File: src/rtl/core/bcls_pkg.sv
`default_nettype none

package bcls_pkg;

    localparam int CFG_INDEX_BITS = 2;
    localparam int SKIP_BITS      = 20;
    localparam int MAX_BITS       = 17;

    localparam logic [SKIP_BITS-1:0] SKIP_MAX = '1;

    typedef enum logic [CFG_INDEX_BITS-1:0] {
        CFG_PARAM_SLOTS   = 2'd0,
        CFG_STATIC_METHOD = 2'd1,
        CFG_DECLARED_MAX  = 2'd2
    } cfg_reg_t;

    typedef enum logic [2:0] {
        PH_OPCODE     = 3'd0,
        PH_SKIP       = 3'd1,
        PH_INDEX      = 3'd2,
        PH_WIDE_OP    = 3'd3,
        PH_WIDE_IDX   = 3'd4,
        PH_TABLE_HDR  = 3'd5,
        PH_LOOKUP_HDR = 3'd6
    } phase_t;

    typedef struct packed {
        logic [7:0] code_byte;
        logic       last_byte;
        logic       empty_code;
    } in_item_t;

    typedef struct packed {
        logic [15:0] req_slots;
        logic [15:0] final_slots;
        logic        corrected;
    } out_item_t;

    typedef struct packed {
        logic [7:0]  arg_slots;
        logic        static_method;
        logic [15:0] declared_slots;
    } cfg_t;

    // opcodes
    localparam logic [7:0] OP_BIPUSH          = 8'h10;
    localparam logic [7:0] OP_SIPUSH          = 8'h11;
    localparam logic [7:0] OP_LDC             = 8'h12;
    localparam logic [7:0] OP_LDC_W           = 8'h13;
    localparam logic [7:0] OP_LDC2_W          = 8'h14;
    localparam logic [7:0] OP_ILOAD           = 8'h15;
    localparam logic [7:0] OP_ALOAD           = 8'h19;
    localparam logic [7:0] OP_ILOAD_0         = 8'h1a;
    localparam logic [7:0] OP_ALOAD_3         = 8'h2d;
    localparam logic [7:0] OP_ISTORE          = 8'h36;
    localparam logic [7:0] OP_ASTORE          = 8'h3a;
    localparam logic [7:0] OP_ISTORE_0        = 8'h3b;
    localparam logic [7:0] OP_ASTORE_3        = 8'h4e;
    localparam logic [7:0] OP_IINC            = 8'h84;
    localparam logic [7:0] OP_IFEQ            = 8'h99;
    localparam logic [7:0] OP_JSR             = 8'ha8;
    localparam logic [7:0] OP_RET             = 8'ha9;
    localparam logic [7:0] OP_TABLESWITCH     = 8'haa;
    localparam logic [7:0] OP_LOOKUPSWITCH    = 8'hab;
    localparam logic [7:0] OP_GETSTATIC       = 8'hb2;
    localparam logic [7:0] OP_INVOKESTATIC    = 8'hb8;
    localparam logic [7:0] OP_INVOKEINTERFACE = 8'hb9;
    localparam logic [7:0] OP_INVOKEDYNAMIC   = 8'hba;
    localparam logic [7:0] OP_NEW             = 8'hbb;
    localparam logic [7:0] OP_NEWARRAY        = 8'hbc;
    localparam logic [7:0] OP_ANEWARRAY       = 8'hbd;
    localparam logic [7:0] OP_CHECKCAST       = 8'hc0;
    localparam logic [7:0] OP_INSTANCEOF      = 8'hc1;
    localparam logic [7:0] OP_WIDE            = 8'hc4;
    localparam logic [7:0] OP_MULTIANEWARRAY  = 8'hc5;
    localparam logic [7:0] OP_IFNULL          = 8'hc6;
    localparam logic [7:0] OP_IFNONNULL       = 8'hc7;
    localparam logic [7:0] OP_GOTO_W          = 8'hc8;
    localparam logic [7:0] OP_JSR_W           = 8'hc9;

    // operand bytes after the opcode for fixed-length instructions
    function automatic logic [2:0] operand_bytes(input logic [7:0] op);
        logic [2:0] n;
        n = 3'd0;
        if (op == OP_BIPUSH || op == OP_LDC || op == OP_NEWARRAY)
            n = 3'd1;
        else if (op == OP_SIPUSH || op == OP_LDC_W || op == OP_LDC2_W)
            n = 3'd2;
        else if (op >= OP_IFEQ && op <= OP_JSR)
            n = 3'd2;
        else if ((op >= OP_GETSTATIC && op <= OP_INVOKESTATIC) || op == OP_NEW
                 || op == OP_ANEWARRAY)
            n = 3'd2;
        else if (op == OP_CHECKCAST || op == OP_INSTANCEOF || op == OP_IFNULL
                 || op == OP_IFNONNULL)
            n = 3'd2;
        else if (op == OP_INVOKEINTERFACE || op == OP_INVOKEDYNAMIC || op == OP_GOTO_W
                 || op == OP_JSR_W)
            n = 3'd4;
        else if (op == OP_MULTIANEWARRAY)
            n = 3'd3;
        return n;
    endfunction

endpackage

`default_nettype wire

File: src/rtl/core/bytecode_local_slot_scanner.sv
`default_nettype none

// Scans one method's bytecode, one byte per transfer, and reports the local
// slots it needs. Throughput is one byte per clock unless the input stalls; a
// byte passes an input register, the scan state update and the result register,
// so a method's result shows on result_valid once its last byte (or empty_code
// item) reaches the result register. The input stalls only while a finished
// method waits for a result register held by a stalled result. The per-byte
// scan state update is the single combinational step that sets the clock rate.
// No clearing pass after reset. Registers (parameter slots, static flag,
// declared slot limit) are written through cfg_* and keep their values between
// methods; the user must write them only while idle, not enforced by the block.
module bytecode_local_slot_scanner #(
    parameter int POSITION_BITS = 16
) (
    input  wire logic                              clk,
    input  wire logic                              rst_n,
    input  wire logic                              code_valid,
    output logic                                   code_stall,
    input  wire bcls_pkg::in_item_t                code_item,
    output logic                                   result_valid,
    input  wire logic                              result_stall,
    output bcls_pkg::out_item_t                    result_item,
    input  wire logic                              cfg_valid,
    output logic                                   cfg_ready,
    input  wire logic [bcls_pkg::CFG_INDEX_BITS-1:0] cfg_index,
    input  wire logic [15:0]                       cfg_data
);

    import bcls_pkg::*;

    cfg_t                cfg_reg, cfg_next;
    logic                s1_valid_reg, s1_valid_next;
    in_item_t            s1_item_reg;
    logic                accept;
    logic                advance;
    logic                s1_ends;
    logic                out_free;
    logic [MAX_BITS-1:0] seen_max;

    assign cfg_ready = 1'b1;

    always_comb
    begin
        cfg_next = cfg_reg;
        if (cfg_valid && cfg_ready)
        begin
            unique case (cfg_index)
                CFG_PARAM_SLOTS:   cfg_next.arg_slots      = cfg_data[7:0];
                CFG_STATIC_METHOD: cfg_next.static_method  = cfg_data[0];
                CFG_DECLARED_MAX:  cfg_next.declared_slots = cfg_data;
                default:           cfg_next = cfg_reg;
            endcase
        end
    end

    // input stage moves on unless its result cannot get into the output register
    assign s1_ends       = s1_item_reg.last_byte || s1_item_reg.empty_code;
    assign advance       = s1_valid_reg && (!s1_ends || out_free);
    assign code_stall    = s1_valid_reg && !advance;
    assign accept        = code_valid && !code_stall;
    assign s1_valid_next = accept ? 1'b1 : (s1_valid_reg && !advance);

    always_ff @(posedge clk or negedge rst_n)
    begin
        if (!rst_n)
        begin
            cfg_reg      <= '0;
            s1_valid_reg <= 1'b0;
        end
        else
        begin
            cfg_reg      <= cfg_next;
            s1_valid_reg <= s1_valid_next;
        end
    end

    always_ff @(posedge clk)
    begin
        if (accept)
            s1_item_reg <= code_item;
    end

    bcls_scan #(
        .POSITION_BITS(POSITION_BITS)
    ) u_scan (
        .clk      (clk),
        .rst_n    (rst_n),
        .step     (advance),
        .item     (s1_item_reg),
        .seen_max (seen_max)
    );

    bcls_result u_result (
        .clk          (clk),
        .rst_n        (rst_n),
        .load         (advance && s1_ends),
        .seen_max     (seen_max),
        .cfg          (cfg_reg),
        .result_stall (result_stall),
        .result_valid (result_valid),
        .result_item  (result_item),
        .free         (out_free)
    );

`ifndef SYNTHESIS
    a_stall_holds_item: assert property (@(posedge clk) disable iff (!rst_n)
        code_stall |=> (s1_valid_reg && s1_item_reg == $past(s1_item_reg)))
        else $error("input stage lost a stalled byte");

    a_stall_only_on_end: assert property (@(posedge clk) disable iff (!rst_n)
        code_stall |-> (s1_ends && result_valid && result_stall))
        else $error("input stalled without a blocked result");
`endif

endmodule

`default_nettype wire

File: src/rtl/core/bcls_scan.sv
`default_nettype none

module bcls_scan #(
    parameter int POSITION_BITS = 16
) (
    input  wire logic                      clk,
    input  wire logic                      rst_n,
    input  wire logic                      step,
    input  wire bcls_pkg::in_item_t        item,
    output logic [bcls_pkg::MAX_BITS-1:0]  seen_max
);

    import bcls_pkg::*;

    phase_t                   phase_reg, phase_next;
    logic [SKIP_BITS-1:0]     skip_reg, skip_next;
    logic [POSITION_BITS-1:0] pos_reg, pos_next;
    logic [31:0]              hdr_reg, hdr_next;
    logic [31:0]              low_reg, low_next;
    logic [15:0]              idx_reg, idx_next;
    logic [MAX_BITS-1:0]      max_reg, max_next;

    logic [7:0]           op;
    logic [7:0]           load_off;
    logic [7:0]           store_off;
    logic [SKIP_BITS-1:0] skip_dec;
    logic [15:0]          idx_shift;
    logic [31:0]          hdr_shift;
    logic [1:0]           pad;
    logic [2:0]           extra;
    logic                 is_load;
    logic                 is_store;
    logic                 note_en;
    logic [15:0]          note_idx;
    logic [MAX_BITS-1:0]  note_val;
    logic [MAX_BITS-1:0]  max_after;
    logic signed [33:0]   tbl_count;
    logic [SKIP_BITS-1:0] tbl_skip;
    logic [SKIP_BITS-1:0] lkp_skip;

    assign op        = item.code_byte;
    assign load_off  = op - OP_ILOAD_0;
    assign store_off = op - OP_ISTORE_0;
    assign is_load   = (op >= OP_ILOAD_0) && (op <= OP_ALOAD_3);
    assign is_store  = (op >= OP_ISTORE_0) && (op <= OP_ASTORE_3);
    assign skip_dec  = (skip_reg != '0) ? skip_reg - SKIP_BITS'(1) : skip_reg;
    assign idx_shift = {idx_reg[7:0], op};
    assign hdr_shift = {hdr_reg[23:0], op};
    // padding up to the next four-byte boundary after the switch opcode
    assign pad       = ~pos_reg[1:0];
    assign extra     = operand_bytes(op);

    // table entries: high - low + 1, four bytes each
    assign tbl_count = $signed({{2{hdr_shift[31]}}, hdr_shift})
                     - $signed({{2{low_reg[31]}}, low_reg}) + 34'sd1;

    always_comb
    begin
        if (tbl_count[33] || tbl_count == 34'sd0)
            tbl_skip = '0;
        else if (tbl_count[33:18] != '0)
            tbl_skip = SKIP_MAX;
        else
            tbl_skip = {tbl_count[17:0], 2'b00};
    end

    // lookup pairs, eight bytes each
    always_comb
    begin
        if (hdr_shift[31] || hdr_shift == '0)
            lkp_skip = '0;
        else if (hdr_shift[30:17] != '0)
            lkp_skip = SKIP_MAX;
        else
            lkp_skip = {hdr_shift[16:0], 3'b000};
    end

    // slot named by this byte
    always_comb
    begin
        note_en  = 1'b0;
        note_idx = '0;
        unique case (phase_reg)
            PH_OPCODE:
            begin
                if (is_load)
                begin
                    note_en  = 1'b1;
                    note_idx = {14'd0, load_off[1:0]};
                end
                else if (is_store)
                begin
                    note_en  = 1'b1;
                    note_idx = {14'd0, store_off[1:0]};
                end
            end
            PH_INDEX:
            begin
                note_en  = 1'b1;
                note_idx = {8'd0, op};
            end
            PH_WIDE_IDX:
            begin
                if (skip_dec == '0)
                begin
                    note_en  = 1'b1;
                    note_idx = idx_shift;
                end
            end
            default:
            begin
                note_en  = 1'b0;
                note_idx = '0;
            end
        endcase
    end

    assign note_val  = {1'b0, note_idx} + MAX_BITS'(1);
    assign max_after = (note_en && note_val > max_reg) ? note_val : max_reg;
    assign seen_max  = item.empty_code ? max_reg : max_after;

    always_comb
    begin
        phase_next = phase_reg;
        skip_next  = skip_reg;
        pos_next   = pos_reg;
        hdr_next   = hdr_reg;
        low_next   = low_reg;
        idx_next   = idx_reg;
        max_next   = max_reg;
        if (step && !item.empty_code)
        begin
            pos_next = pos_reg + POSITION_BITS'(1);
            max_next = max_after;
            unique case (phase_reg)
                PH_OPCODE:
                begin
                    priority if (is_load || is_store)
                    begin
                        phase_next = PH_OPCODE;
                    end
                    else if ((op >= OP_ILOAD && op <= OP_ALOAD)
                             || (op >= OP_ISTORE && op <= OP_ASTORE) || op == OP_RET)
                    begin
                        phase_next = PH_INDEX;
                        skip_next  = '0;
                    end
                    else if (op == OP_IINC)
                    begin
                        phase_next = PH_INDEX;
                        skip_next  = SKIP_BITS'(1);
                    end
                    else if (op == OP_WIDE)
                    begin
                        phase_next = PH_WIDE_OP;
                    end
                    else if (op == OP_TABLESWITCH)
                    begin
                        phase_next = PH_TABLE_HDR;
                        skip_next  = SKIP_BITS'(pad) + SKIP_BITS'(12);
                        hdr_next   = '0;
                    end
                    else if (op == OP_LOOKUPSWITCH)
                    begin
                        phase_next = PH_LOOKUP_HDR;
                        skip_next  = SKIP_BITS'(pad) + SKIP_BITS'(8);
                        hdr_next   = '0;
                    end
                    else if (extra != '0)
                    begin
                        phase_next = PH_SKIP;
                        skip_next  = SKIP_BITS'(extra);
                    end
                    else
                    begin
                        phase_next = PH_OPCODE;
                    end
                end
                PH_INDEX:
                begin
                    phase_next = (skip_reg != '0) ? PH_SKIP : PH_OPCODE;
                end
                PH_WIDE_OP:
                begin
                    hdr_next   = {24'd0, op};
                    idx_next   = '0;
                    skip_next  = SKIP_BITS'(2);
                    phase_next = PH_WIDE_IDX;
                end
                PH_WIDE_IDX:
                begin
                    idx_next  = idx_shift;
                    skip_next = skip_dec;
                    if (skip_dec == '0)
                    begin
                        // wide iinc still has its two constant bytes
                        if (hdr_reg == {24'd0, OP_IINC})
                        begin
                            phase_next = PH_SKIP;
                            skip_next  = SKIP_BITS'(2);
                        end
                        else
                        begin
                            phase_next = PH_OPCODE;
                        end
                    end
                end
                PH_TABLE_HDR:
                begin
                    hdr_next  = hdr_shift;
                    skip_next = skip_dec;
                    if (skip_dec == SKIP_BITS'(4))
                        low_next = hdr_shift;
                    if (skip_dec == '0)
                    begin
                        skip_next  = tbl_skip;
                        phase_next = (tbl_skip != '0) ? PH_SKIP : PH_OPCODE;
                    end
                end
                PH_LOOKUP_HDR:
                begin
                    hdr_next  = hdr_shift;
                    skip_next = skip_dec;
                    if (skip_dec == '0)
                    begin
                        skip_next  = lkp_skip;
                        phase_next = (lkp_skip != '0) ? PH_SKIP : PH_OPCODE;
                    end
                end
                default:
                begin
                    skip_next = skip_dec;
                    if (skip_dec == '0)
                        phase_next = PH_OPCODE;
                end
            endcase
        end
        // end of method: back to a clean scan
        if (step && (item.empty_code || item.last_byte))
        begin
            phase_next = PH_OPCODE;
            skip_next  = '0;
            pos_next   = '0;
            hdr_next   = '0;
            low_next   = '0;
            idx_next   = '0;
            max_next   = '0;
        end
    end

    always_ff @(posedge clk or negedge rst_n)
    begin
        if (!rst_n)
        begin
            phase_reg <= PH_OPCODE;
            skip_reg  <= '0;
            pos_reg   <= '0;
            hdr_reg   <= '0;
            low_reg   <= '0;
            idx_reg   <= '0;
            max_reg   <= '0;
        end
        else
        begin
            phase_reg <= phase_next;
            skip_reg  <= skip_next;
            pos_reg   <= pos_next;
            hdr_reg   <= hdr_next;
            low_reg   <= low_next;
            idx_reg   <= idx_next;
            max_reg   <= max_next;
        end
    end

`ifndef SYNTHESIS
    a_skip_nonzero: assert property (@(posedge clk) disable iff (!rst_n)
        phase_reg == PH_SKIP |-> skip_reg != '0)
        else $error("skip phase with nothing left to skip");

    a_clear_after_end: assert property (@(posedge clk) disable iff (!rst_n)
        (step && (item.last_byte || item.empty_code))
        |=> (phase_reg == PH_OPCODE && max_reg == '0 && pos_reg == '0))
        else $error("scan state not cleared after end of method");

    a_max_monotonic: assert property (@(posedge clk) disable iff (!rst_n)
        (step && !item.last_byte && !item.empty_code) |=> max_reg >= $past(max_reg))
        else $error("highest slot went down mid-method");
`endif

endmodule

`default_nettype wire

File: src/rtl/core/bcls_result.sv
`default_nettype none

module bcls_result (
    input  wire logic                     clk,
    input  wire logic                     rst_n,
    input  wire logic                     load,
    input  wire logic [bcls_pkg::MAX_BITS-1:0] seen_max,
    input  wire bcls_pkg::cfg_t           cfg,
    input  wire logic                     result_stall,
    output logic                          result_valid,
    output bcls_pkg::out_item_t           result_item,
    output logic                          free
);

    import bcls_pkg::*;

    logic                valid_reg, valid_next;
    out_item_t           item_reg;
    logic [8:0]          base_slots;
    logic [MAX_BITS-1:0] need_wide;
    logic [15:0]         need;
    out_item_t           item_next;

    // "this" takes one slot unless the method is static
    assign base_slots = {1'b0, cfg.arg_slots} + {8'd0, ~cfg.static_method};
    assign need_wide  = (seen_max > MAX_BITS'(base_slots)) ? seen_max : MAX_BITS'(base_slots);
    assign need       = need_wide[MAX_BITS-1] ? 16'hffff : need_wide[15:0];

    always_comb
    begin
        item_next.req_slots   = need;
        item_next.corrected   = need > cfg.declared_slots;
        item_next.final_slots = item_next.corrected ? need : cfg.declared_slots;
    end

    assign free       = !valid_reg || !result_stall;
    assign valid_next = load ? 1'b1 : (valid_reg && result_stall);

    always_ff @(posedge clk or negedge rst_n)
    begin
        if (!rst_n)
            valid_reg <= 1'b0;
        else
            valid_reg <= valid_next;
    end

    always_ff @(posedge clk)
    begin
        if (load)
            item_reg <= item_next;
    end

    assign result_valid = valid_reg;
    assign result_item  = item_reg;

`ifndef SYNTHESIS
    a_final_covers_need: assert property (@(posedge clk) disable iff (!rst_n)
        result_valid |-> (result_item.final_slots >= result_item.req_slots
                          && (result_item.corrected
                              || result_item.final_slots >= result_item.req_slots)))
        else $error("final slot count below needed slots");

    a_no_overwrite: assert property (@(posedge clk) disable iff (!rst_n)
        (valid_reg && result_stall) |-> !load)
        else $error("result overwritten while stalled");
`endif

endmodule

`default_nettype wire

File: config.mk
export PLATFORM = sky130hd
export DESIGN_NAME = bytecode_local_slot_scanner
export DESIGN_NICKNAME = d
export VERILOG_FILES = /design/src/rtl/core/bcls_pkg.sv /design/src/rtl/core/bytecode_local_slot_scanner.sv /design/src/rtl/core/bcls_scan.sv /design/src/rtl/core/bcls_result.sv
export SDC_FILE = /design/constraint.sdc
export NUM_CORES = 1
export LEC_CHECK = 0
export ABC_CLOCK_PERIOD_IN_PS = 10400
export BUFFER_PORTS_ARGS = -buffer_cell sky130_fd_sc_hd__buf_4
export CAP_MARGIN = 20
export CORE_UTILIZATION = 41
export CTS_BUF_LIST = sky130_fd_sc_hd__clkbuf_16
export DETAILED_ROUTE_END_ITERATION = 10
export HOLD_SLACK_MARGIN = 0.1
export PLACE_DENSITY = 0.64
export SYNTH_ARGS = -nofsm -noshare
export SYNTH_HDL_FRONTEND = slang
export SYNTH_SLANG_ARGS = --single-unit
File: constraint.sdc
create_clock -name clk -period 10.4 [get_ports clk]
set_input_delay 1.04 -clock clk [delete_from_list [all_inputs] [get_ports clk]]
set_output_delay 1.04 -clock clk [all_outputs]
set_load 0.02 [all_outputs]
==> results of run 1 <==
==> repair_timing <==
item / CTS / global route
gates resized for setup: 0 / 25
endpoints found under the setup margin: 0 / 17
setup buffers: 0 / 7
==> routing by layer <==
layer,track usage (%),vias to the layer above
met3,3.75,56
met4,6.95,0
met2,41.7,438
li1,-,6619
met1,35.1,6790
met5,0,-
==> stage by stage <==
step	worst slack [ns]	area [um2]
after CTS	0.0173	16200
final	0.651	16400
after global routing	-0.0602	16400
after detailed placement	0.0867	15600
after floorplan	0.125	14500
after global placement	0.198	15600
==> cells in the final DEF, fill, tap and decap left out, drive strengths merged, types with 43 or more instances in the layout <==
| master | instances |
|---|---|
| inv | 108 |
| nor3 | 45 |
| edfxtp | 43 |
| ha | 84 |
| nand2 | 311 |
| nor2 | 130 |
| o21ai | 140 |
| buf | 131 |
| dfrtp | 141 |
| a21oi | 141 |
==> cells in the mapped netlist (all sizes together), types with 39 or more instances <==
cell and count:
nor3 45, inv 97, clkbuf 66, xnor2 39
nand3 42, dfrtp 141, nor2 130, edfxtp 43
o21ai 140, ha 84, a21oi 141, nand2 311
==> critical path, delay by kind of cell, from the launching register on <==
| kind | cells | cell delay, ns |
|---|---|---|
| buffers and inverters | 4 | 0.65 |
| adder cells (fa/ha/maj) | 4 | 1.05 |
| flip-flops | 1 | 0.38 |
| AO/OA/AOI/OAI | 25 | 3.51 |
| AND/OR/NAND/NOR | 21 | 3.73 |
| XOR/XNOR | 1 | 0.18 |
==> how the worst min path moves through the flow <==
stage | depth (start not counted) | startpoint | end
after global placement | 2 | u_scan.hdr_reg[25]$_DFFE_PN0P_ | u_scan.hdr_reg[25]$_DFFE_PN0P_
final | 2 | u_scan.hdr_reg[29]$_DFFE_PN0P_ | u_scan.hdr_reg[29]$_DFFE_PN0P_
after global routing | 2 | u_scan.hdr_reg[27]$_DFFE_PN0P_ | u_scan.hdr_reg[27]$_DFFE_PN0P_
after floorplan | 2 | u_scan.hdr_reg[30]$_DFFE_PN0P_ | u_scan.hdr_reg[30]$_DFFE_PN0P_
after CTS | 2 | u_scan.hdr_reg[29]$_DFFE_PN0P_ | u_scan.hdr_reg[29]$_DFFE_PN0P_
after detailed placement | 2 | u_scan.hdr_reg[29]$_DFFE_PN0P_ | u_scan.hdr_reg[29]$_DFFE_PN0P_
==> area by class of cell <==
class                      count  area [um2]  area share, %
sequential                   184        4820           29.4
clock inverter                15         136          0.831
timing repair buffer         132        1030           6.26
clock buffer                  17         425           2.59
multi-input combinational   1426        9070           55.3
tap                          455         569           3.47
inverter                      97         364           2.22
==> kinds of logic (layout without fill, tap and decap cells) <==
logic type	Yosys count	in the layout	synth area share, %
other	1	1	0.0258
buffers and inverters	183	261	4.99
AND/OR/NAND/NOR	718	718	24.0
AO/OA/AOI/OAI	514	514	23.3
flip-flops	184	184	33.2
adder cells (fa/ha/maj)	85	85	7.37
XOR/XNOR	62	62	3.79
multiplexers	46	46	3.44
==> power by group <==
group | leakage, nW | internal, mW | switching [mW]
logic | 4.47 | 0.397 | 0.668
registers | 2.33 | 0.797 | 0.0430
clock network | 0.284 | 0.336 | 0.315
total | 7.08 | 1.53 | 1.03
==> results by group, run 1 <==
Layout
  • Fill count: ~3,400
  • Non-filler cells, final: approximately 2,300
  • Diode count: 0
  • Final Core Density: 47.3%
  • Share of layout cells above drive strength 1: between 10% and 20%
  • Area delta synth->final: 13.0%
  • Nets: about 2,000
  • Max FFs per register: 33

Clock network
  • Clock sink total: approximately 180
  • Clock slew at reported path FFs: about 0.08 ns
  • CTS Hold Bufs: 0
  • Later-pin clock latency in the skew report: 0.45 ns
  • Longest Clk Path Bufs: 2
  • CTS Buf Count: 17
  • Root Buffer Master: clkbuf_16
  • Clock H-tree levels: 4
  • CTS tree: done

Timing
  • Setup TNS: 0 ns
  • Slew HR: 37.8%
  • Hold Slack: 0.484 ns
  • Fmax: 103 MHz
  • Clk_skew: 0.0166 ns
  • Minimum clock period: between 9 and 10 ns
  • Crit share post-route: 93.7%
  • Max-slew violations: 0
  • Final hold violation count: 0
  • Worst Tran Pin Value: 0.933 ns
  • Final number of setup-violating endpoints: 0

Drt
  • DRT Pass-1 Iters: 6
  • Met1 WL: around 21 mm
  • Routed length on met3: approximately 2.6 mm
  • DR WL/cell: 20.0 um
  • Vias after detailed routing: 13,900
  • Final wirelength: 46.4 mm
  • Met2 WL: 21.9 mm
  • Iteration-0 DRC Markers: 1,287
  • Routed Antenna Nets: 0
  • Drc violations: 0
  • Top routing layer in use: met4
  • Vias/cell: 5.98

GRT
  • Overall Global Routing Usage: between 20% and 30%
  • Largest net degree at the start of global routing: 78
  • Global route total overflow: 0
  • Initial antenna violation count: 0
  • First-pass GRT wire length: 72.8 mm
  • Vias in the first global route: 13,100

Power and ir drop
  • Total Power: 2.56 mW
  • LEAKAGE: 7.08 nW
  • PwrDens: 156 nW/um2
  • Max IR drop VDD: 121 uV

Setup path
  • Flop-to-flop setup slack: 0.65 ns
  • CP max stage cell: or4_1
  • Worst R2R Start: u_scan.skip_reg[0]$_DFFE_PN0P_
  • Crit path top cell by count: o21a_1
  • Crit-path max FO: 11
  • Crit. End Element: flip-flop
  • CP Data Required Time: ~11 ns
  • Critical path startpoint category: flip-flop
  • Reg2Reg Capture Point: u_result.result_item[6]$_DFFE_PP_
  • Setup CP Type: flip-flop to flip-flop
  • Reg2Reg Depth: 55
  • Crit path capture: u_result.result_item[6]$_DFFE_PP_
  • CP arrival: a little under 10 ns
  • Crit path launch: u_scan.skip_reg[0]$_DFFE_PN0P_
  • Crit path largest cell delay: 0.64 ns

Floorplan
  • Core Region: around 35,000 um2
  • Die area: roughly 36,000 um2
  • Die Y-Extent: 190 um
  • Total I/O pin count: 69
  • DIE WIDTH: 190 um
  • Std cell rows: 68
  • Initial core utilization: a little over two fifths

Synthesis
  • Mapped Cells: 1,793
  • Top-area cell type share of the netlist area: 24.3%
  • YS warnings: 0
  • Post-synthesis cell area: 14,500 um2
  • Synth Net Count: 1,911
  • FF+latch count, synth: 184
  • Top cells by area, synth: dfrtp_1 24%, edfxtp_1 8.9%, nand2_1 8.0%, ha_1 7.2%, a21oi_1 4.8%
  • Top FF cell, synth: dfrtp_1
  • Share of flip-flops with an asynchronous set or reset: 76.6%
  • Post-synth cell types: 99
  • Mean Syn Cell Area: about 8.1 um2
  • Number of synthesized flops with an enable pin: 43
  • Seq/Total Area, Yosys: 33.2%
  • Post-synth top area cell: dfrtp_1

Status
  • Status: finished clean

Flow run
  • Maxcap violations: 0

Placed design
  • IO buf count: 67
  • RD Place Congestion: between 0.9 and 1
  • Post-DP HPWL: ~35 mm
  • Dpl cells: roughly 2,300

Hold path
  • Type of the most critical hold path: flip-flop to flip-flop
(Power assumes the default switching activity.)
==> run 2, diff against run 1 <==
--- a/config.mk
+++ b/config.mk
@@ -8,11 +8,14 @@
 export ABC_CLOCK_PERIOD_IN_PS = 10400
 export BUFFER_PORTS_ARGS = -buffer_cell sky130_fd_sc_hd__buf_4
 export CAP_MARGIN = 20
-export CORE_UTILIZATION = 41
+export CELL_PAD_IN_SITES_DETAIL_PLACEMENT = 1
+export CELL_PAD_IN_SITES_GLOBAL_PLACEMENT = 2
+export CORE_MARGIN = 4
+export CORE_UTILIZATION = 35
 export CTS_BUF_LIST = sky130_fd_sc_hd__clkbuf_16
 export DETAILED_ROUTE_END_ITERATION = 10
 export HOLD_SLACK_MARGIN = 0.1
-export PLACE_DENSITY = 0.64
+export PLACE_DENSITY = 0.83
 export SYNTH_ARGS = -nofsm -noshare
 export SYNTH_HDL_FRONTEND = slang
 export SYNTH_SLANG_ARGS = --single-unit
==> run 2 against run 1 <==
Critical path depth unchanged. Utilization decreased by 6.7 points. Fmax decreased by 0.85%. Via count increased by 0.46%. Die area increased by 24%. Combinational power about the same. Wire length increased by 11%. Sequential power about the same. Register-to-register slack got worse by 0.08 ns.
==> results by group, run 2 (same netlist as run 1, synthesis figures left out) <==
Power and ir drop
  • Part of the power in the clock network: 28.0% (+2.5 points)
  • Max IR drop VDD: 114 uV (-5.6%)
  • PwrDens: 163 nW/um2 (+4.6%)
  • Sequential share of power: 31.2% (-1.7 points)
  • Total Power: 2.70 mW (+5.7%)
  • Int Pwr: 1.63 mW (+6.6%)
  • Switching share of total power: 39.7% (-0.48 points)
  • Logic pwr share: 40.9% (-0.8 points)
  • LEAKAGE: 7.09 nW (+0.15%)
  • Psw: 1.07 mW (+4.5%)

Clock network
  • Root Buffer Master: clkbuf_16
  • Clock sink total: 184 (unchanged)
  • Clock H-tree levels: 4 (unchanged)
  • CTS Hold Bufs: 0 (unchanged)
  • Later-pin clock latency in the skew report: 0.49 ns (+0.04 ns)
  • CTS tree: done
  • Clock slew at reported path FFs: 0.07 ns (about the same)
  • CTS Buf Count: 17 (unchanged)
  • Longest Clk Path Bufs: 2 (unchanged)

Setup path
  • Setup CP Type: flip-flop to flip-flop
  • CP arrival: 10.05 ns (+0.11 ns)
  • Crit-path max FO: 18 (+7)
  • Crit path buf inv count: 3 (-1)
  • CP Data Required Time: 10.62 ns (+0.03 ns)
  • Flop-to-flop setup slack: 0.57 ns (-0.08 ns)
  • CP max stage cell: or4_1
  • Crit. End Element: flip-flop
  • Cell family with most CP delay: compound AO/OA/AOI/OAI gates
  • Crit path largest cell delay: 0.64 ns (about the same)
  • Critical path startpoint category: flip-flop
  • Crit path top cell by count: o21a_1

Timing
  • Crit share post-route: 94.5% (+0.80 points)
  • Setup TNS: 0 ns (unchanged)
  • Fmax: 102 MHz (-0.85%)
  • Worst setup margin: 0.568 ns (-0.0835 ns)
  • Hold Slack: 0.492 ns (+0.00793 ns)
  • Final number of setup-violating endpoints: 0 (unchanged)
  • Slew HR: 27.9% (-9.9 points)
  • Worst Tran Pin Value: 1.05 ns (+0.121 ns)
  • Minimum clock period: 9.83 ns (+0.0835 ns)
  • Max-slew violations: 0 (unchanged)
  • Clk_skew: 0.0182 ns (+0.00164 ns)
  • Final hold violation count: 0 (unchanged)

Floorplan
  • Die Y-Extent: 212 um (+11%)
  • Die area: 44,800 um2 (+24%)
  • Total I/O pin count: 69 (unchanged)
  • Core Region: 40,900 um2 (+18%)
  • DIE WIDTH: 212 um (+11%)
  • Std cell rows: 74 (+8.8%)
  • Initial core utilization: 35.5% (-6.4 points)

GRT
  • First-pass GRT wire length: 80.9 mm (+11%)
  • Initial antenna violation count: 0 (unchanged)
  • Overall Global Routing Usage: 22.7% (-2.8 points)
  • Largest net degree at the start of global routing: 74 (-5.1%)
  • Vias in the first global route: 14,300 (+8.9%)
  • Global route total overflow: 0 (unchanged)

Layout
  • Area delta synth->final: 14.2%
  • Fill count: 4,950 (+45%)
  • Nets: 1,974 (-0.10%)
  • Commonest non-fill, non-tap cell in the layout: nand2_1
  • Max FFs per register: 33 (unchanged)
  • Most frequent cells in the layout: 309 x nand2_1, 140 x a21oi_1, 140 x dfrtp_1
  • Diode count: 0 (unchanged)
  • Share of layout cells above drive strength 1: 13.6% (-0.15 points)

Flow run
  • Maxcap violations: 0 (unchanged)

Drt
  • Iteration-0 DRC Markers: 931 (-28%)
  • DR WL/cell: 21.5 um (+7.8%)
  • Routed Antenna Nets: 0 (unchanged)
  • Drc violations: 0 (unchanged)
  • Vias after detailed routing: 14,000 (+0.46%)
  • Vias/cell: 5.82 (-2.7%)
  • DRT Pass-1 Iters: 5 (-1)
  • Final wirelength: 51.6 mm (+11%)

Placed design
  • IO buf count: 67 (unchanged)
  • RD Place Congestion: 0.913 (-4.6%)
  • Pre-CTS WS: -0.130 ns (-0.216 ns)
  • Post-DP HPWL: 39.2 mm (+13%)

Hold path
  • Type of the most critical hold path: flip-flop to flip-flop

Status
  • Status: finished clean
[run 2: changes by cell type in the layout (fill, tap and decap cells not counted), sizes merged]
cell	change
inv	-5
bufinv	+4
buf	-3
clkinv	+2
clkbuf	+1
clkinvlp	-1
[run 2: area by class of cell]
type                    instances  area, um2  area share, %
multi-input cells            1426       9080           54.8
flip-flops and latches        184       4820           29.1
repair buffers                130        993           5.99
well taps                     532        666           4.01
clock buffers                  17        425           2.56
inverters                      97        364           2.19
clock inverters                15        238           1.43
[run 2: routing by layer]
layer  global-route usage, %  share of wire [%]  up-vias
li1                        -                  -     6615
met1                    31.1                 46     6975
met2                    37.2                 47      310
met3                    3.48                4.0       67
met4                    6.69                2.1        0
met5                       0                  0        -
[run 2: repair_timing]
action / 4_1_cts / 5_1_grt
gates cloned: 0 / 1
setup endpoints to repair: 16 / 17
buffers inserted: 0 / 8
gates resized for setup: 4 / 24
endpoints found under the hold margin: 0 / 0
pin swaps: 0 / 9
[run 2: tightest hold or removal path: stages, from the launching register on]
cell and delay [ns]:
dfrtp_1 0.35, nand2_1 0.05, o21ai_0 0.06
[run 2: worst paths after layout]
check | startpoint | end | cells past startpoint
setup / recovery | u_scan.skip_reg[0]$_DFFE_PN0P_ | u_result.result_item[13]$_DFFE_PP_ | 55
setup reg to reg | u_scan.skip_reg[0]$_DFFE_PN0P_ | u_result.result_item[13]$_DFFE_PP_ | 55
min in group asynchronous | rst_n | u_scan.skip_reg[2]$_DFFE_PN0P_ | 1
hold reg to reg | u_scan.hdr_reg[28]$_DFFE_PN0P_ | u_scan.hdr_reg[28]$_DFFE_PN0P_ | 2
max in group asynchronous | rst_n | u_scan.low_reg[15]$_DFFE_PN0P_ | 2
hold / removal | u_scan.hdr_reg[28]$_DFFE_PN0P_ | u_scan.hdr_reg[28]$_DFFE_PN0P_ | 2
[run 2: per-stage QoR]
| stage | util (%) | std cells | area, um2 |
|---|---|---|---|
| finish | 40.5 | 2401 | 16600 |
| floorplan | - | 1793 | 14500 |
| global route | 40.5 | 2401 | 16600 |
| CTS | 40.1 | 2388 | 16400 |
| global placement | 38.4 | 2356 | 15700 |
| detailed placement | 38.4 | 2356 | 15700 |
[run 2: power groups by stage]
stage                     combinational (mW)  sequential (mW)  clock, mW
after floorplan                        0.644            0.862          0
after global placement                  1.02            0.853          0
after detailed placement                1.03            0.855          0
after CTS                               1.05            0.842      0.771
after global routing                    1.20            0.849      0.802
final                                   1.10            0.842      0.755
==> run 3, diff against run 2 <==
--- a/config.mk
+++ b/config.mk
@@ -6,14 +6,14 @@
 export NUM_CORES = 1
 export LEC_CHECK = 0
 export ABC_CLOCK_PERIOD_IN_PS = 10400
-export BUFFER_PORTS_ARGS = -buffer_cell sky130_fd_sc_hd__buf_4
 export CAP_MARGIN = 20
 export CELL_PAD_IN_SITES_DETAIL_PLACEMENT = 1
 export CELL_PAD_IN_SITES_GLOBAL_PLACEMENT = 2
 export CORE_MARGIN = 4
-export CORE_UTILIZATION = 35
+export CORE_UTILIZATION = 36
 export CTS_BUF_LIST = sky130_fd_sc_hd__clkbuf_16
 export DETAILED_ROUTE_END_ITERATION = 10
+export DONT_BUFFER_PORTS = 1
 export HOLD_SLACK_MARGIN = 0.1
 export PLACE_DENSITY = 0.83
 export SYNTH_ARGS = -nofsm -noshare
==> run 3 against run 2 <==
First-iteration DRC count up 5.0%. Combinational power down 5%. Largest power group unchanged. Critical path type unchanged. Utilization shrank 0.27 points. Worst setup slack improved by 0.077 ns. Clock power decreased by 4.9%. Via count decreased by 2.0%. Cell count fell by 3.1%. Sequential cell count is the same. Fmax up 0.79%. Non-clock buffer count shrank 68. Critical path depth did not move.
==> results by group, run 3 (same netlist as run 1, synthesis figures left out) <==
Power and ir drop
  • LEAKAGE: 6.75 nW (-4.9%)
  • PwrDens: 164 nW/um2 (+0.65%)
  • Max IR drop VDD: 96.0 uV (-16%)

Timing
  • Max-slew violations: 0 (unchanged)
  • Slew HR: 34.2% (+6.3 points)
  • Crit share post-route: 93.8% (-0.74 points)
  • Setup TNS: 0 ns (unchanged)
  • Worst Tran Pin Value: 0.987 ns (-0.0667 ns)
  • Worst setup margin: 0.644 ns (+0.0767 ns)
  • Final number of setup-violating endpoints: 0 (unchanged)
  • Minimum clock period: 9.76 ns (-0.0767 ns)
  • Clk_skew: 0.0165 ns (-0.00174 ns)
  • Final hold violation count: 0 (unchanged)
  • Fmax: 103 MHz (+0.79%)

Drt
  • Drc violations: 0 (unchanged)
  • Vias/cell: 5.88 (+1.2%)
  • Routed Antenna Nets: 0 (unchanged)
  • Final wirelength: 50.9 mm (-1.4%)
  • Iteration-0 DRC Markers: 978 (+5.0%)
  • DR WL/cell: 21.9 um (+1.8%)
  • DRT Pass-1 Iters: 8 (+3)
  • Vias after detailed routing: 13,700 (-2.0%)

GRT
  • Largest net degree at the start of global routing: 142 (+92%)
  • Initial antenna violation count: 0 (unchanged)
  • First-pass GRT wire length: 80.1 mm (-0.96%)
  • Vias in the first global route: 14,100 (-1.6%)
  • Global route total overflow: 0 (unchanged)
  • Overall Global Routing Usage: 22.9% (+0.20 points)

Layout
  • Nets: 1,906 (-3.4%)
  • Area delta synth->final: 10.4%
  • Diode count: 0 (unchanged)
  • Max FFs per register: 33 (unchanged)
  • Commonest non-fill, non-tap cell in the layout: nand2_1
  • Most frequent cells in the layout: 308 x nand2_1, 141 x dfrtp_1, 140 x a21oi_1
  • Share of layout cells above drive strength 1: 10.4% (-3.2 points)
  • Fill count: 4,790 (-3.2%)

Placed design
  • Post-DP HPWL: 38.6 mm (-1.6%)
  • IO buf count: 0 (-100%)
  • RD Place Congestion: 0.938 (+2.8%)
  • Pre-CTS WS: -0.0266 ns (+0.103 ns)

Setup path
  • Crit path buf inv count: 3 (unchanged)
  • Critical path startpoint category: flip-flop
  • Crit-path max FO: 12 (-6)
  • Setup CP Type: flip-flop to flip-flop
  • Crit path largest cell delay: 0.39 ns (-0.25 ns)
  • CP arrival: 9.98 ns (-0.07 ns)
  • CP Data Required Time: 10.63 ns (about the same)
  • Cell family with most CP delay: compound AO/OA/AOI/OAI gates
  • CP max stage cell: dfrtp_1
  • Crit path top cell by count: o21a_1
  • Crit. End Element: flip-flop

Clock network
  • Clock sink total: 184 (unchanged)
  • CTS Hold Bufs: 0 (unchanged)
  • Longest Clk Path Bufs: 2 (unchanged)
  • Clock slew at reported path FFs: 0.09 ns (+0.02 ns)
  • CTS Buf Count: 17 (unchanged)
  • Later-pin clock latency in the skew report: 0.49 ns (about the same)
  • Clock H-tree levels: 4 (unchanged)
  • Root Buffer Master: clkbuf_16
  • CTS tree: done

Floorplan
  • Std cell rows: 73 (-1.4%)
  • Initial core utilization: 36.5% (+0.98 points)
  • Die Y-Extent: 209 um (-1.3%)
  • Die area: 43,600 um2 (-2.7%)
  • DIE WIDTH: 209 um (-1.3%)
  • Core Region: 39,800 um2 (-2.7%)
  • Total I/O pin count: 69 (unchanged)

Status
  • Status: finished clean

Flow run
  • Maxcap violations: 0 (unchanged)

Hold path
  • Type of the most critical hold path: input pin to async pin
## run 3: cell types whose count changed in the layout (fill, tap and decap cells not counted), sizes merged
cell      change
buf          -66
bufinv        -4
clkbuf        -1
clkinv        +1
clkinvlp      +1
inv           +1
## run 3: what timing repair did
action                                 CTS  global route
endpoints found under the hold margin    0             0
pin swaps                                0             9
setup endpoints to repair               14            17
buffers inserted                         0             8
gates resized for setup                  2            23
gates cloned                             0             1
## run 3: worst paths after layout
path / slack, ns / to / cells past startpoint / start
setup / recovery: 0.64 / u_result.result_item[8]$_DFFE_PP_ / 55 / u_scan.skip_reg[0]$_DFFE_PN0P_
hold / removal: 0.25 / u_scan.max_reg[11]$_DFFE_PN0P_ / 0 / rst_n
setup reg to reg: 0.64 / u_result.result_item[8]$_DFFE_PP_ / 55 / u_scan.skip_reg[0]$_DFFE_PN0P_
hold reg to reg: 0.48 / u_scan.hdr_reg[30]$_DFFE_PN0P_ / 2 / u_scan.hdr_reg[30]$_DFFE_PN0P_
max in group asynchronous: 9.87 / u_scan.low_reg[25]$_DFFE_PN0P_ / 0 / rst_n
min in group clk: 0.48 / u_scan.hdr_reg[30]$_DFFE_PN0P_ / 2 / u_scan.hdr_reg[30]$_DFFE_PN0P_
## run 3: through the flow
step                      std cells  hold WS [ns]  power (mW)  area, um2  utilization, %
after floorplan                1793         0.451        1.51      14500               -
after global placement         2282         0.463        1.85      15200            38.2
after detailed placement       2283         0.473        1.86      15200            38.2
after CTS                      2315         0.214        2.58      15900            39.8
after global routing           2326         0.219        2.78      16000            40.3
final                          2326         0.251        2.63      16000            40.3
## run 3: power by group
part	total [mW]	switching, mW	internal (mW)	leakage [nW]
combinational	1.04	0.659	0.383	4.11
clock	0.718	0.354	0.364	0.310
sequential	0.870	0.0717	0.798	2.33
## run 3: worst register-to-register path: cells and delay by family, from the launching register on
family	cells	cell delay, ns
simple gates	21	3.28
xor+xnor	2	0.32
compound gates	23	3.52
buf+inv	3	0.42
fa+ha+maj	5	1.31
flops	1	0.39
mux	1	0.27
## run 3: routing by layer
metal,up-vias,GRT usage (%),wire length (um)
met5,-,0,0
met4,0,7.52,1330
met3,58,3.08,1790
met2,244,37.1,24100
met1,6891,31.7,23700
li1,6494,-,-
## run 3: cell type report
type / instances / area, um2 / share of cell area, %
repair buffers: 62 / 478 / 2.98
clock buffers: 18 / 450 / 2.81
flip-flops and latches: 184 / 4820 / 30.1
inverters: 97 / 364 / 2.27
clock inverters: 14 / 193 / 1.20
multi-input cells: 1426 / 9070 / 56.6
well taps: 525 / 657 / 4.10
